$ cat src/rtl/cfs_pkg.sv
// ----------------------------------------------------------------------------
// cfs_pkg
// Shared types and constants of the colour fade sequencer: palette nodes,
// register indexes and the command/status bundles between its two halves.
// ----------------------------------------------------------------------------
package cfs_pkg;

	// configuration port
	localparam int CFG_INDEX_W = 4;
	localparam int CFG_DATA_W  = 16;

	localparam logic [CFG_INDEX_W-1:0] REG_STEP_COUNT = 4'd0;
	localparam logic [CFG_INDEX_W-1:0] REG_MIN_GAP    = 4'd1;

	localparam logic [15:0] STEP_COUNT_RST = 16'd200;
	localparam logic [15:0] MIN_GAP_RST    = 16'd5;

	// quotient is always below 256, so eight restoring steps suffice
	localparam int DIV_STEPS = 8;
	localparam int CNT_W     = 3;

	// palette nodes, 0xGGRRBB; unused tail holds red
	localparam logic [23:0] PALETTE [0:15] = '{
		24'h00FF00, 24'h40FF00, 24'hFFEE00, 24'hFF0000,
		24'h800000, 24'h000080, 24'h0000FF, 24'h000080,
		24'h4000FF, 24'h8000FF, 24'h008080, 24'h00FF00,
		24'h00FF00, 24'h00FF00, 24'h00FF00, 24'h00FF00
	};

	// controller to datapath
	typedef struct packed {
		logic first;     // first item: latch time, restart fade
		logic latch;     // latch time of an acting item
		logic fade;      // compute colour, register products
		logic advance;   // move to next segment
		logic prep;      // form dividends
		logic div_step;  // one restoring division step
		logic load_out;  // load result into output register
	} cmd_t;

	// datapath to controller
	typedef struct packed {
		logic started;
		logic elapsed_ok;
		logic fade_ok;
		logic out_busy;
	} status_t;

endpackage

$ cat src/rtl/cfs_datapath.sv
// ----------------------------------------------------------------------------
// cfs_datapath
// Sequencer state, configuration registers, three fade lanes with a shared
// divisor shifter, and the output register.
// ----------------------------------------------------------------------------
module cfs_datapath #(
	parameter int SEGMENTS = 11
) (
	input  logic                              clk,
	input  logic                              arst_n,
	input  cfs_pkg::cmd_t                     cmd,
	output cfs_pkg::status_t                  status,
	input  logic [31:0]                       now_ms,
	input  logic                              cfg_we,
	input  logic [cfs_pkg::CFG_INDEX_W-1:0]   cfg_index,
	input  logic [cfs_pkg::CFG_DATA_W-1:0]    cfg_data,
	input  logic                              out_ready,
	output logic                              out_valid,
	output logic [7:0]                        green,
	output logic [7:0]                        red,
	output logic [7:0]                        blue
);

	logic [15:0] step_count_q;
	logic [15:0] delay_q;
	logic        started_q;
	logic [3:0]  segment_q;
	logic [16:0] step_pos_q;
	logic [31:0] last_time_q;
	logic        out_valid_q;

	logic [15:0] n;
	logic [31:0] elapsed;
	logic [3:0]  seg_next;
	logic [3:0]  seg_inc;
	logic [23:0] node_a;
	logic [23:0] node_b;
	logic [22:0] dvs_q;
	logic [7:0]  res [3];

	// effective divisor: zero counts as one
	assign n = (step_count_q == 16'd0) ? 16'd1 : step_count_q;

	assign elapsed = now_ms - last_time_q;
	assign seg_inc = segment_q + 4'd1;
	assign seg_next = ({1'b0, seg_inc} >= 5'(SEGMENTS)) ? 4'd0 : seg_inc;

	assign node_a = cfs_pkg::PALETTE[segment_q];
	assign node_b = cfs_pkg::PALETTE[seg_inc];

	always_comb begin
		status.started    = started_q;
		status.elapsed_ok = elapsed >= {16'd0, delay_q};
		status.fade_ok    = step_pos_q <= {1'b0, n};
		status.out_busy   = out_valid_q && !out_ready;
	end

	// configuration registers
	always_ff @(posedge clk or negedge arst_n) begin
		if (!arst_n) begin
			step_count_q <= cfs_pkg::STEP_COUNT_RST;
			delay_q      <= cfs_pkg::MIN_GAP_RST;
		end else if (cfg_we) begin
			case (cfg_index)
				cfs_pkg::REG_STEP_COUNT: step_count_q <= cfg_data;
				cfs_pkg::REG_MIN_GAP:    delay_q      <= cfg_data;
				default: ;
			endcase
		end
	end

	// sequencer state
	always_ff @(posedge clk or negedge arst_n) begin
		if (!arst_n) begin
			started_q   <= 1'b0;
			segment_q   <= 4'd0;
			step_pos_q  <= 17'd0;
			last_time_q <= 32'd0;
		end else begin
			if (cmd.first) begin
				started_q  <= 1'b1;
				segment_q  <= 4'd0;
				step_pos_q <= 17'd0;
			end
			if (cmd.first || cmd.latch)
				last_time_q <= now_ms;
			if (cmd.fade)
				step_pos_q <= step_pos_q + 17'd1;
			if (cmd.advance) begin
				segment_q  <= seg_next;
				step_pos_q <= 17'd0;
			end
		end
	end

	// shared divisor, walked down one bit per step
	always_ff @(posedge clk) begin
		if (cmd.prep)
			dvs_q <= {n, 7'd0};
		else if (cmd.div_step)
			dvs_q <= dvs_q >> 1;
	end

	// one lane per colour channel: green, red, blue
	for (genvar c = 0; c < 3; c++) begin : g_lane
		localparam int SH = 8 * (2 - c);

		logic [7:0]         sb;
		logic [7:0]         eb;
		logic signed [8:0]  diff;
		logic signed [26:0] prod_s1;
		logic [7:0]         start_s1;
		logic signed [26:0] num;
		logic signed [26:0] mag;
		logic [23:0]        rem_q;
		logic [7:0]         quo_q;
		logic               neg_q;
		logic signed [10:0] sq;
		logic signed [10:0] v;

		assign sb   = node_a[SH +: 8];
		assign eb   = node_b[SH +: 8];
		assign diff = $signed({1'b0, eb}) - $signed({1'b0, sb});
		assign num  = prod_s1 + $signed({11'd0, n >> 1});
		assign mag  = num[26] ? -num : num;

		// product of node difference and step position
		always_ff @(posedge clk) begin
			if (cmd.fade) begin
				prod_s1  <= diff * $signed({1'b0, step_pos_q});
				start_s1 <= sb;
			end
		end

		// sign/magnitude restoring division, quotient MSB first
		always_ff @(posedge clk) begin
			if (cmd.prep) begin
				rem_q <= mag[23:0];
				neg_q <= num[26];
				quo_q <= 8'd0;
			end else if (cmd.div_step) begin
				if ({1'b0, rem_q} >= {2'b0, dvs_q}) begin
					rem_q <= rem_q - {1'b0, dvs_q};
					quo_q <= {quo_q[6:0], 1'b1};
				end else begin
					quo_q <= {quo_q[6:0], 1'b0};
				end
			end
		end

		// truncated quotient back to signed, add start, clamp
		always_comb begin
			sq = $signed({3'd0, quo_q});
			v  = (neg_q ? -sq : sq) + $signed({3'd0, start_s1});
			if (v < 0)
				res[c] = 8'd0;
			else if (v > 11'sd255)
				res[c] = 8'd255;
			else
				res[c] = v[7:0];
		end
	end

	// output register
	always_ff @(posedge clk or negedge arst_n) begin
		if (!arst_n)
			out_valid_q <= 1'b0;
		else if (cmd.load_out)
			out_valid_q <= 1'b1;
		else if (out_ready)
			out_valid_q <= 1'b0;
	end

	always_ff @(posedge clk) begin
		if (cmd.load_out) begin
			green <= res[0];
			red   <= res[1];
			blue  <= res[2];
		end
	end

	assign out_valid = out_valid_q;

endmodule

$ cat src/rtl/cfs_ctrl.sv
// ----------------------------------------------------------------------------
// cfs_ctrl
// Controller: takes items, decides the action and sequences the division.
// ----------------------------------------------------------------------------
module cfs_ctrl (
	input  logic             clk,
	input  logic             arst_n,
	input  logic             in_valid,
	output logic             in_ready,
	input  cfs_pkg::status_t status,
	output cfs_pkg::cmd_t    cmd
);

	typedef enum logic [3:0] {
		ST_IDLE = 4'b0001,
		ST_PREP = 4'b0010,
		ST_DIV  = 4'b0100,
		ST_DONE = 4'b1000
	} state_t;

	state_t                    state_q;
	state_t                    state_d;
	logic [cfs_pkg::CNT_W-1:0] cnt_q;

	assign in_ready = (state_q == ST_IDLE);

	// next state and commands
	always_comb begin
		state_d = state_q;
		cmd     = '0;
		case (state_q)
			ST_IDLE: begin
				if (in_valid) begin
					if (!status.started) begin
						cmd.first = 1'b1;
					end else if (status.elapsed_ok) begin
						cmd.latch = 1'b1;
						if (status.fade_ok) begin
							cmd.fade = 1'b1;
							state_d  = ST_PREP;
						end else begin
							cmd.advance = 1'b1;
						end
					end
				end
			end
			ST_PREP: begin
				cmd.prep = 1'b1;
				state_d  = ST_DIV;
			end
			ST_DIV: begin
				cmd.div_step = 1'b1;
				if (cnt_q == cfs_pkg::CNT_W'(cfs_pkg::DIV_STEPS - 1))
					state_d = ST_DONE;
			end
			ST_DONE: begin
				if (!status.out_busy) begin
					cmd.load_out = 1'b1;
					state_d      = ST_IDLE;
				end
			end
			default: state_d = ST_IDLE;
		endcase
	end

	always_ff @(posedge clk or negedge arst_n) begin
		if (!arst_n) begin
			state_q <= ST_IDLE;
			cnt_q   <= '0;
		end else begin
			state_q <= state_d;
			if (state_q == ST_DIV)
				cnt_q <= cnt_q + 1'b1;
			else
				cnt_q <= '0;
		end
	end

endmodule

$ cat src/rtl/color_fade_sequencer.sv
// A colour-producing item passes the product register, operand set-up, eight
// restoring division steps run side by side in the three lanes and the output
// load; a new item is taken only after the load, and a stalled result delays
// the load. Items that give no colour (first item, too early, segment change)
// are taken one per cycle.
// Reset: asynchronous; state cleared, step count 200 and minimum gap 5 ms.
// ----------------------------------------------------------------------------
// color_fade_sequencer
// Steps a colour through a loop of palette nodes with linear fades,
// paced by a millisecond timestamp.
// ----------------------------------------------------------------------------
module color_fade_sequencer #(
	parameter int SEGMENTS = 11
) (
	input  logic                             clk,
	input  logic                             arst_n,
	input  logic                             in_valid,
	output logic                             in_ready,
	input  logic [31:0]                      now_ms,
	output logic                             out_valid,
	input  logic                             out_ready,
	output logic [7:0]                       green,
	output logic [7:0]                       red,
	output logic [7:0]                       blue,
	input  logic                             cfg_valid,
	output logic                             cfg_ready,
	input  logic [cfs_pkg::CFG_INDEX_W-1:0]  cfg_index,
	input  logic [cfs_pkg::CFG_DATA_W-1:0]   cfg_data
);

	cfs_pkg::cmd_t    cmd;
	cfs_pkg::status_t status;

	// configuration writes are always taken
	assign cfg_ready = 1'b1;

	cfs_ctrl u_ctrl (
		.clk      (clk),
		.arst_n   (arst_n),
		.in_valid (in_valid),
		.in_ready (in_ready),
		.status   (status),
		.cmd      (cmd)
	);

	cfs_datapath #(
		.SEGMENTS (SEGMENTS)
	) u_dp (
		.clk       (clk),
		.arst_n    (arst_n),
		.cmd       (cmd),
		.status    (status),
		.now_ms    (now_ms),
		.cfg_we    (cfg_valid && cfg_ready),
		.cfg_index (cfg_index),
		.cfg_data  (cfg_data),
		.out_ready (out_ready),
		.out_valid (out_valid),
		.green     (green),
		.red       (red),
		.blue      (blue)
	);

endmodule

$ cat config.mk
export PLATFORM = sky130hd
export DESIGN_NAME = color_fade_sequencer
export DESIGN_NICKNAME = d
export VERILOG_FILES = /design/src/rtl/cfs_pkg.sv /design/src/rtl/cfs_datapath.sv /design/src/rtl/cfs_ctrl.sv /design/src/rtl/color_fade_sequencer.sv
export SDC_FILE = /design/constraint.sdc
export NUM_CORES = 2
export LEC_CHECK = 0
export BUFFER_PORTS_ARGS = -buffer_cell sky130_fd_sc_hd__buf_2
export CAP_MARGIN = 20
export CORE_ASPECT_RATIO = 2
export CORE_MARGIN = 3
export CORE_UTILIZATION = 30
export DETAILED_ROUTE_END_ITERATION = 8
export PLACE_DENSITY = 0.48
export REMOVE_ABC_BUFFERS = 1
export SETUP_SLACK_MARGIN = 0.1
export SLEW_MARGIN = 20
export SYNTH_ARGS = -nofsm -noshare
export SYNTH_HDL_FRONTEND = slang
export SYNTH_HIERARCHICAL = 1
export SYNTH_SLANG_ARGS = --single-unit
$ cat constraint.sdc
create_clock -name clk -period 9.8 [get_ports clk]
set_input_delay 0.98 -clock clk [delete_from_list [all_inputs] [get_ports clk]]
set_output_delay 0.98 -clock clk [all_outputs]
set_load 0.02 [all_outputs]
Word level (Yosys, flattened, before mapping)
Memory sizes are Yosys's and may differ from the RTL's. Index checks and enable logic that the tools add are counted.

Memory bits (read-only): 768. Memories kept: 2. Bits in registers: 345. Input bits: 57. Output and inout port bits: 27. Logic and storage cells: 157.

Add/sub/neg operators: 22. Reduce and logical (&&, ||, !) cells: 18. Bitwise gates (word level): 2. Muxes and demuxes: 55. Multipliers: 3. $lt $le $gt $ge: 14. Eq/ne operators: 12.

Memories: (no name shown) (words 16, bits a word 24, read ports 1, clocked after memory_dff 0, wr ports 0, line cfs_datapath.sv:48) `assign node_a = cfs_pkg::PALETTE[segment_q];`; (no name shown) (words 16, bits a word 24, read ports 1, clocked after memory_dff 0, wr ports 0, line cfs_datapath.sv:49) `assign node_b = cfs_pkg::PALETTE[seg_inc];`.

Operators by type and width (count): 24-bit 2-to-1 mux (16); 27-bit by 16-bit adder with 27-bit output (3); 9-bit by 18-bit multiplier with 27-bit output (3); 24-bit by 23-bit >= comparator with 1-bit output (3); 24-bit negation (3); 24-bit by 23-bit subtractor with 24-bit output (3); 17-bit 2-to-1 mux (3); 23-bit 2-to-1 mux (2); 4-bit 2-to-1 mux (11); 11-bit by 9-bit adder with 11-bit output (3); 11-bit by 9-bit > comparator with 1-bit output (second input constant) (3); 11-bit by 1-bit < comparator with 1-bit output (second input constant) (3); 11-bit 2-to-1 mux (3); 8-bit negation with 11-bit output (3); 32-bit by 16-bit >= comparator with 1-bit output (1); 32-bit subtractor (1); 8-bit by 8-bit subtractor with 9-bit output (3); 8-bit 2-to-1 mux (3); 17-bit by 1-bit adder with 17-bit output (second input constant) (1); 17-bit by 16-bit <= comparator with 1-bit output (1); 16-bit logical NOT (1); 16-bit 2-to-1 mux (1); 4-bit one-hot mux with 4 select lines (1); 1-bit 2-to-1 mux (12); other kinds (21) (39).

Depth between registers and ports, before layout
Word-level depth: 11. Depth in mapped cells: 38. Gate-level depth less buffers: 37.

By module
Netlist, hierarchy kept.

Modules (own cells, without submodules): cfs_datapath (cells each 4234, sequential area each 8929.8 um^2, times used 1, area an instance 38406.8 um^2); cfs_ctrl (cells each 35, sequential area each 176.4 um^2, times used 1, area an instance 369.1 um^2); color_fade_sequencer (cells each 2, sequential area each 0.0 um^2, times used 1, area an instance 11.3 um^2).

Worst setup path after synthesis
Ideal clock, no wire load.

Path type: flip-flop to flip-flop. Start point: register u_dp.segment_q[1]. End point: register u_dp.g_lane[1].prod_s1[25], data pin. Cell stages (with the launch flop): 37. Arrival: 7.747 ns. Required time: 9.542 ns. Buffers on the path: 1. Period minus slack after synthesis: 8.005 ns. Slack: 1.795 ns. Setup time: 0.258 ns. Path through: dfrtp_1 ha_1 inv_1 ha_1 nor2_1 or2_2 nand2_1 inv_1 ha_1 inv_1 fa_1 inv_1 fa_1 clkbuf_1 nand2b_1 fa_1 fa_1 inv_1 ha_1 inv_1 fa_1 inv_1 ha_1 ha_1 fa_1 a21o_1 a21oi_1 o21bai_1 a21oi_1 o21bai_1 nand2b_1 nand2_1 o41ai_1 nor3_1 or3_1 a21oi_1 xnor2_1.

Longest elaborated chain between the ends: 7. Elaborated cells on any way between the ends: 11. Classes of those cells: add/sub (2); mul (1); mux (4); bitwise (2); memory (2).

Ends and longest elaborated chain: start: declaration (line cfs_datapath.sv:27) `logic [3:0] segment_q;`; start signal: assignment (line cfs_datapath.sv:90) `segment_q <= seg_next;`; 4-bit by 1-bit adder with 4-bit output (line cfs_datapath.sv:45) `assign seg_inc = segment_q + 4'd1;`; 4-bit inverter with 5-bit output (not written as such) (line cfs_datapath.sv:49); memory 16 x 24 bit; 24-bit 2-to-1 mux (not written as such) (2 in series) (line cfs_datapath.sv:49); 8-bit by 8-bit subtractor with 9-bit output * (line cfs_datapath.sv:123) `assign diff = $signed({1'b0, eb}) - $signed({1'b0, sb});`; 9-bit by 18-bit multiplier with 27-bit output * (line cfs_datapath.sv:130) `prod_s1 <= diff * $signed({1'b0, step_pos_q});`; end signal: assignment (line cfs_datapath.sv:130); end: declaration (line cfs_datapath.sv:111) `logic signed [26:0] prod_s1;`.

Mark *: on every way between the ends. The rest lies on a longest branch, timed or not. The select of a mux whose other input is x is not followed. A chain may end at the register's enable or synchronous reset.

Worst setup path in the final report
Start point: register u_dp.segment_q[1]. End point: register u_dp.g_lane[1].prod_s1[26], data pin.

Same word-level chain as after synthesis.

==> results.md <==
- The total global-route track usage is 17.0%.
- The wire length per cell after detailed routing is 18.8 um.
- The largest driver fanout on the critical path is 17.
- The worst hold path belongs to the class in -> async.
- The final critical-path share of the clock period is 87.9%.
- Max-cap violations in this run came to 0.
- The areal power density over the cells is 325 nW/um^2.
- The number of failing hold endpoints at the final stage is 0.
- In the routed layout, each cell is associated on average with a via count of 4.87.
- The worst setup path is launched from a register.
- Once placement finished, the instance area stood at 41200 um^2.
- For met1 alone, demand over resource in global routing was 16.2%.
- The post-CTS setup-driven buffer insertion count is 0.
- sky130_fd_sc_hd__inv_1 is the most common cell in the netlist.
- sky130_fd_sc_hd__fa_1 takes more of the synthesized area than any other cell.
- The area growth from synthesis to layout is 9.92%.
- TritonCTS built the clock tree.
- CTS built an H-tree with a depth of 2.
- Once detailed placement completed, the half-perimeter wirelength came to 93100 um.
- The number of fill cells is 13400.
- The number of hold-repair buffers added at the cts stage is 0.
- The number of buffers between clock root and the deepest sink is 3.
- The async set or reset register ratio after synthesis is 28.6%.
- Clock-pin slew was measured on the worst setup and hold paths at 0.08 ns.
- After synthesis, the largest area contributor takes up 17.0% of total cell area.
- At the end of routability-driven placement, the weighted congestion stood at 0.870.
- The layer carrying the most global-route usage is met2.
- The x dimension of the die is 260 um.
- The number of endpoints failing setup at the final stage is 0.
- The most used flip-flop cell after synthesis is sky130_fd_sc_hd__edfxtp_1.
- The number of nets with antenna violations after detailed routing is 0.
- The floorplan core area is 128000 um^2.
- The relative slew slack is 43.2%.
- The static power due to leakage is 0.0199 uW.
- After synthesis the netlist holds a flip-flop and latch count of 329.
- By count the netlist is led by sky130_fd_sc_hd__inv_1, sky130_fd_sc_hd__ha_1, sky130_fd_sc_hd__nand2_1.
- For the finished layout, the period the worst path requires is 8.61 ns.
- Among all stages on the critical path, the largest delay is contributed by sky130_fd_sc_hd__fa_1.
- The height of the die is 515 um.
- Yosys mapped the design onto 95 distinct sky130hd cell types.
- The share of layout cells above drive strength 1 is 7.29%.
- Cells fill 33.2% of the core in the end.
- By instance count, the cell type seen most on the critical path is sky130_fd_sc_hd__fa_1.
- The met3 usage in global routing is 1.14%.
- The first global-routing pass estimated 176000 um of wire.
- Pin placement for this block handled 84 I/O pins.
- The sequential cell area is 9110 um^2.
- The sequential fraction of the synthesis area is 23.5%.
- The data required time at the worst endpoint is 10.13 ns.
- The worst-skew pair later-pin latency is 0.63 ns.
- The total detailed-routing wirelength is 113000 um.
- In the synthesized netlist, the number of instances is 4271.
- The biggest cell delay along the critical path is 0.55 ns.
- The via count of the first global-routing pass is 30900.
- Counting the buffers created by CTS gives 38.
- The overflow left after global routing is 0.
- Row generation in the floorplan step produced 186 rows.
- The maximum number of pins on one net before global-route repair is 145.
- The type of the worst setup path is reg -> reg.
- Clock tree synthesis found a total of 329 sinks.
- The number of remaining DRC errors is 0.
- Global routing consumed, on the met2 layer, 35.3% of the routing resources.
- The via count is 29300.
- Based on the critical path, the design can be clocked at up to 116 MHz.
- Clock tree synthesis selected as its root buffer the cell sky130_fd_sc_hd__clkbuf_16.
- The total of buffers placed on input and output ports is 82.
- The mapped netlist covers 38800 um^2.
- The die covers 134000 um^2.
- Setup repair after global routing left no endpoint under its margin.
- The number of iterations in the first detailed-routing pass is 5.
- For this block, the initial DRC count from the detailed router was 1253.
- The multi-input combinational cell area is 26800 um^2.
- The initial antenna violation count came to 4.
- The data arrival time of the critical path is 8.95 ns.
- The worst setup path is captured at a register.
- The number of pins exceeding their max-slew limit in the final report is 0.
- Sorting the synthesized cells by area gives the leading types as sky130_fd_sc_hd__fa_1, sky130_fd_sc_hd__edfxtp_1, sky130_fd_sc_hd__ha_1.
- The clock arrives with 0.0477 ns of skew.
- The actual slew at the worst max-slew pin is 0.850 ns.
- The initial utilization of the core area, before any placement, comes to 30.2%.
- Once the clock tree was built, the resizer swapped 0 gates to a different size.
- The maximum ir drop on the vdd rail is 0.242 mV.
- The number of synthesized flops with an enable pin is 204.
- The flow ran to the end, and the final reports show no timing, DRC or antenna violations.
- Yosys printed 6 warnings.
- A synthesized cell averages 9.08 um^2.
- At the end of the flow, the number of nets in the layout was 5136.
- Once layout is done, the placed cells without fillers occupy 42600 um^2.
==> layer usage <==
metal  wire length (um)  up-vias  share of wire (%)
met5                 13        -              0.011
met4               6620        2                5.9
met3               2020      196                1.8
met2              66100      396                 58
met1              38400    14400                 34
li1                   -    14400                  -
==> worst max-delay path, delay by kind of cell (launching register included) <==
kind                       cells  cell delay [ns]
and+or+nand+nor                9             1.41
buffers and inverters          7             0.59
xor gates and xnor gates       2             0.29
DFF                            1             0.51
AOI/OAI and AO/OA              4             1.38
adders and majority gates     11             4.16
==> power breakdown <==
part / internal, uW / switching, uW
Sequential: 2200 / 340
Combinational: 3990 / 5670
Clock: 944 / 704
==> flip-flops by register name (all words and copies together), names as in the netlist, 16 cells and up <==
signal               cells
u_dp/g_lane.prod_s1     81
u_dp/g_lane.rem_q       72
u_dp/last_time_q        32
u_dp/g_lane.quo_q       24
u_dp/dvs_q              23
u_dp/step_pos_q         17
u_dp/delay_q            16
u_dp/step_count_q       16
==> final cells by class <==
type | instances | area share (%)
Tap cell | 1692 | 4.97
Inverter | 624 | 5.49
Clock inverter | 29 | 0.974
Multi-Input combinational cell | 3175 | 62.9
Sequential cell | 329 | 21.4
Antenna cell | 2 | 0.0117
Clock buffer | 41 | 2.28
Timing Repair Buffer | 136 | 2.00
==> final timing paths <==
kind | start | slack (ns) | end | depth (start not counted)
setup / recovery | u_dp/segment_q[1] | 1.19 | u_dp/g_lane[1].prod_s1[26] | 33
hold / removal | arst_n | 0.40 | u_ctrl/cnt_q[0] | 1
hold reg to reg | u_ctrl/cnt_q[0] | 0.44 | u_ctrl/cnt_q[0] | 1
max in group asynchronous | arst_n | 8.22 | u_dp/step_pos_q[15] | 2
setup reg to reg | u_dp/segment_q[1] | 1.19 | u_dp/g_lane[1].prod_s1[26] | 33
min in group clk | u_ctrl/cnt_q[0] | 0.44 | u_ctrl/cnt_q[0] | 1
==> through the flow <==
stage / setup TNS, ns / total power, uW / hold slack (ns) / std cells / setup slack [ns]
6_report: 0 / 13800 / 0.398 / 6028 / 1.19
5_1_grt: 0 / 15300 / 0.431 / 6027 / 0.530
4_1_cts: 0 / 14000 / 0.400 / 6025 / 1.14
3_5_place_dp: 0 / 12300 / 0.424 / 5955 / 1.17
3_3_place_gp: 0 / 12200 / 0.430 / 5955 / 1.24
2_1_floorplan: -1678.27 / 9680 / 0.410 / 4128 / -13.14
==> cells by family (layout without fill, tap and decap cells) <==
kind of cell | Yosys count | count (layout) | synth area share [%]
AOI/OAI and AO/OA | 826 | 826 | 13.4
xor gates and xnor gates | 301 | 301 | 6.84
muxes | 98 | 98 | 2.69
and+or+nand+nor | 1174 | 1174 | 14.8
other | 1 | 3 | 0.00967
DFF | 329 | 329 | 23.5
adders and majority gates | 775 | 775 | 31.4
buffers and inverters | 767 | 830 | 7.45
==> cells in the final DEF, fill, tap and decap left out, drive strengths merged, types with 7 or more instances in the layout <==
cell type / count
o31ai: 28
nand4: 23
a211oi: 26
dfrtp: 88
clkbuf: 41
a31oi: 24
or3: 24
a21oi: 245
inv: 624
clkinv: 17
ha: 445
nor4: 15
edfxtp: 204
mux2i: 49
o22ai: 8
nand3: 62
and3: 32
xnor2: 206
a211o: 10
or2: 24
a21boi: 10
xor2: 95
o21bai: 29
nand2: 337
nor3b: 7
nor2: 300
nand2b: 112
fa: 330
nor2b: 69
dfxtp: 31
bufinv: 8
mux2: 49
o41ai: 22
nor3: 53
o21a: 54
o21ai: 220
a21o: 75
and2: 87
buf: 136
o211ai: 11
Power figures use the tool's default switching activity.
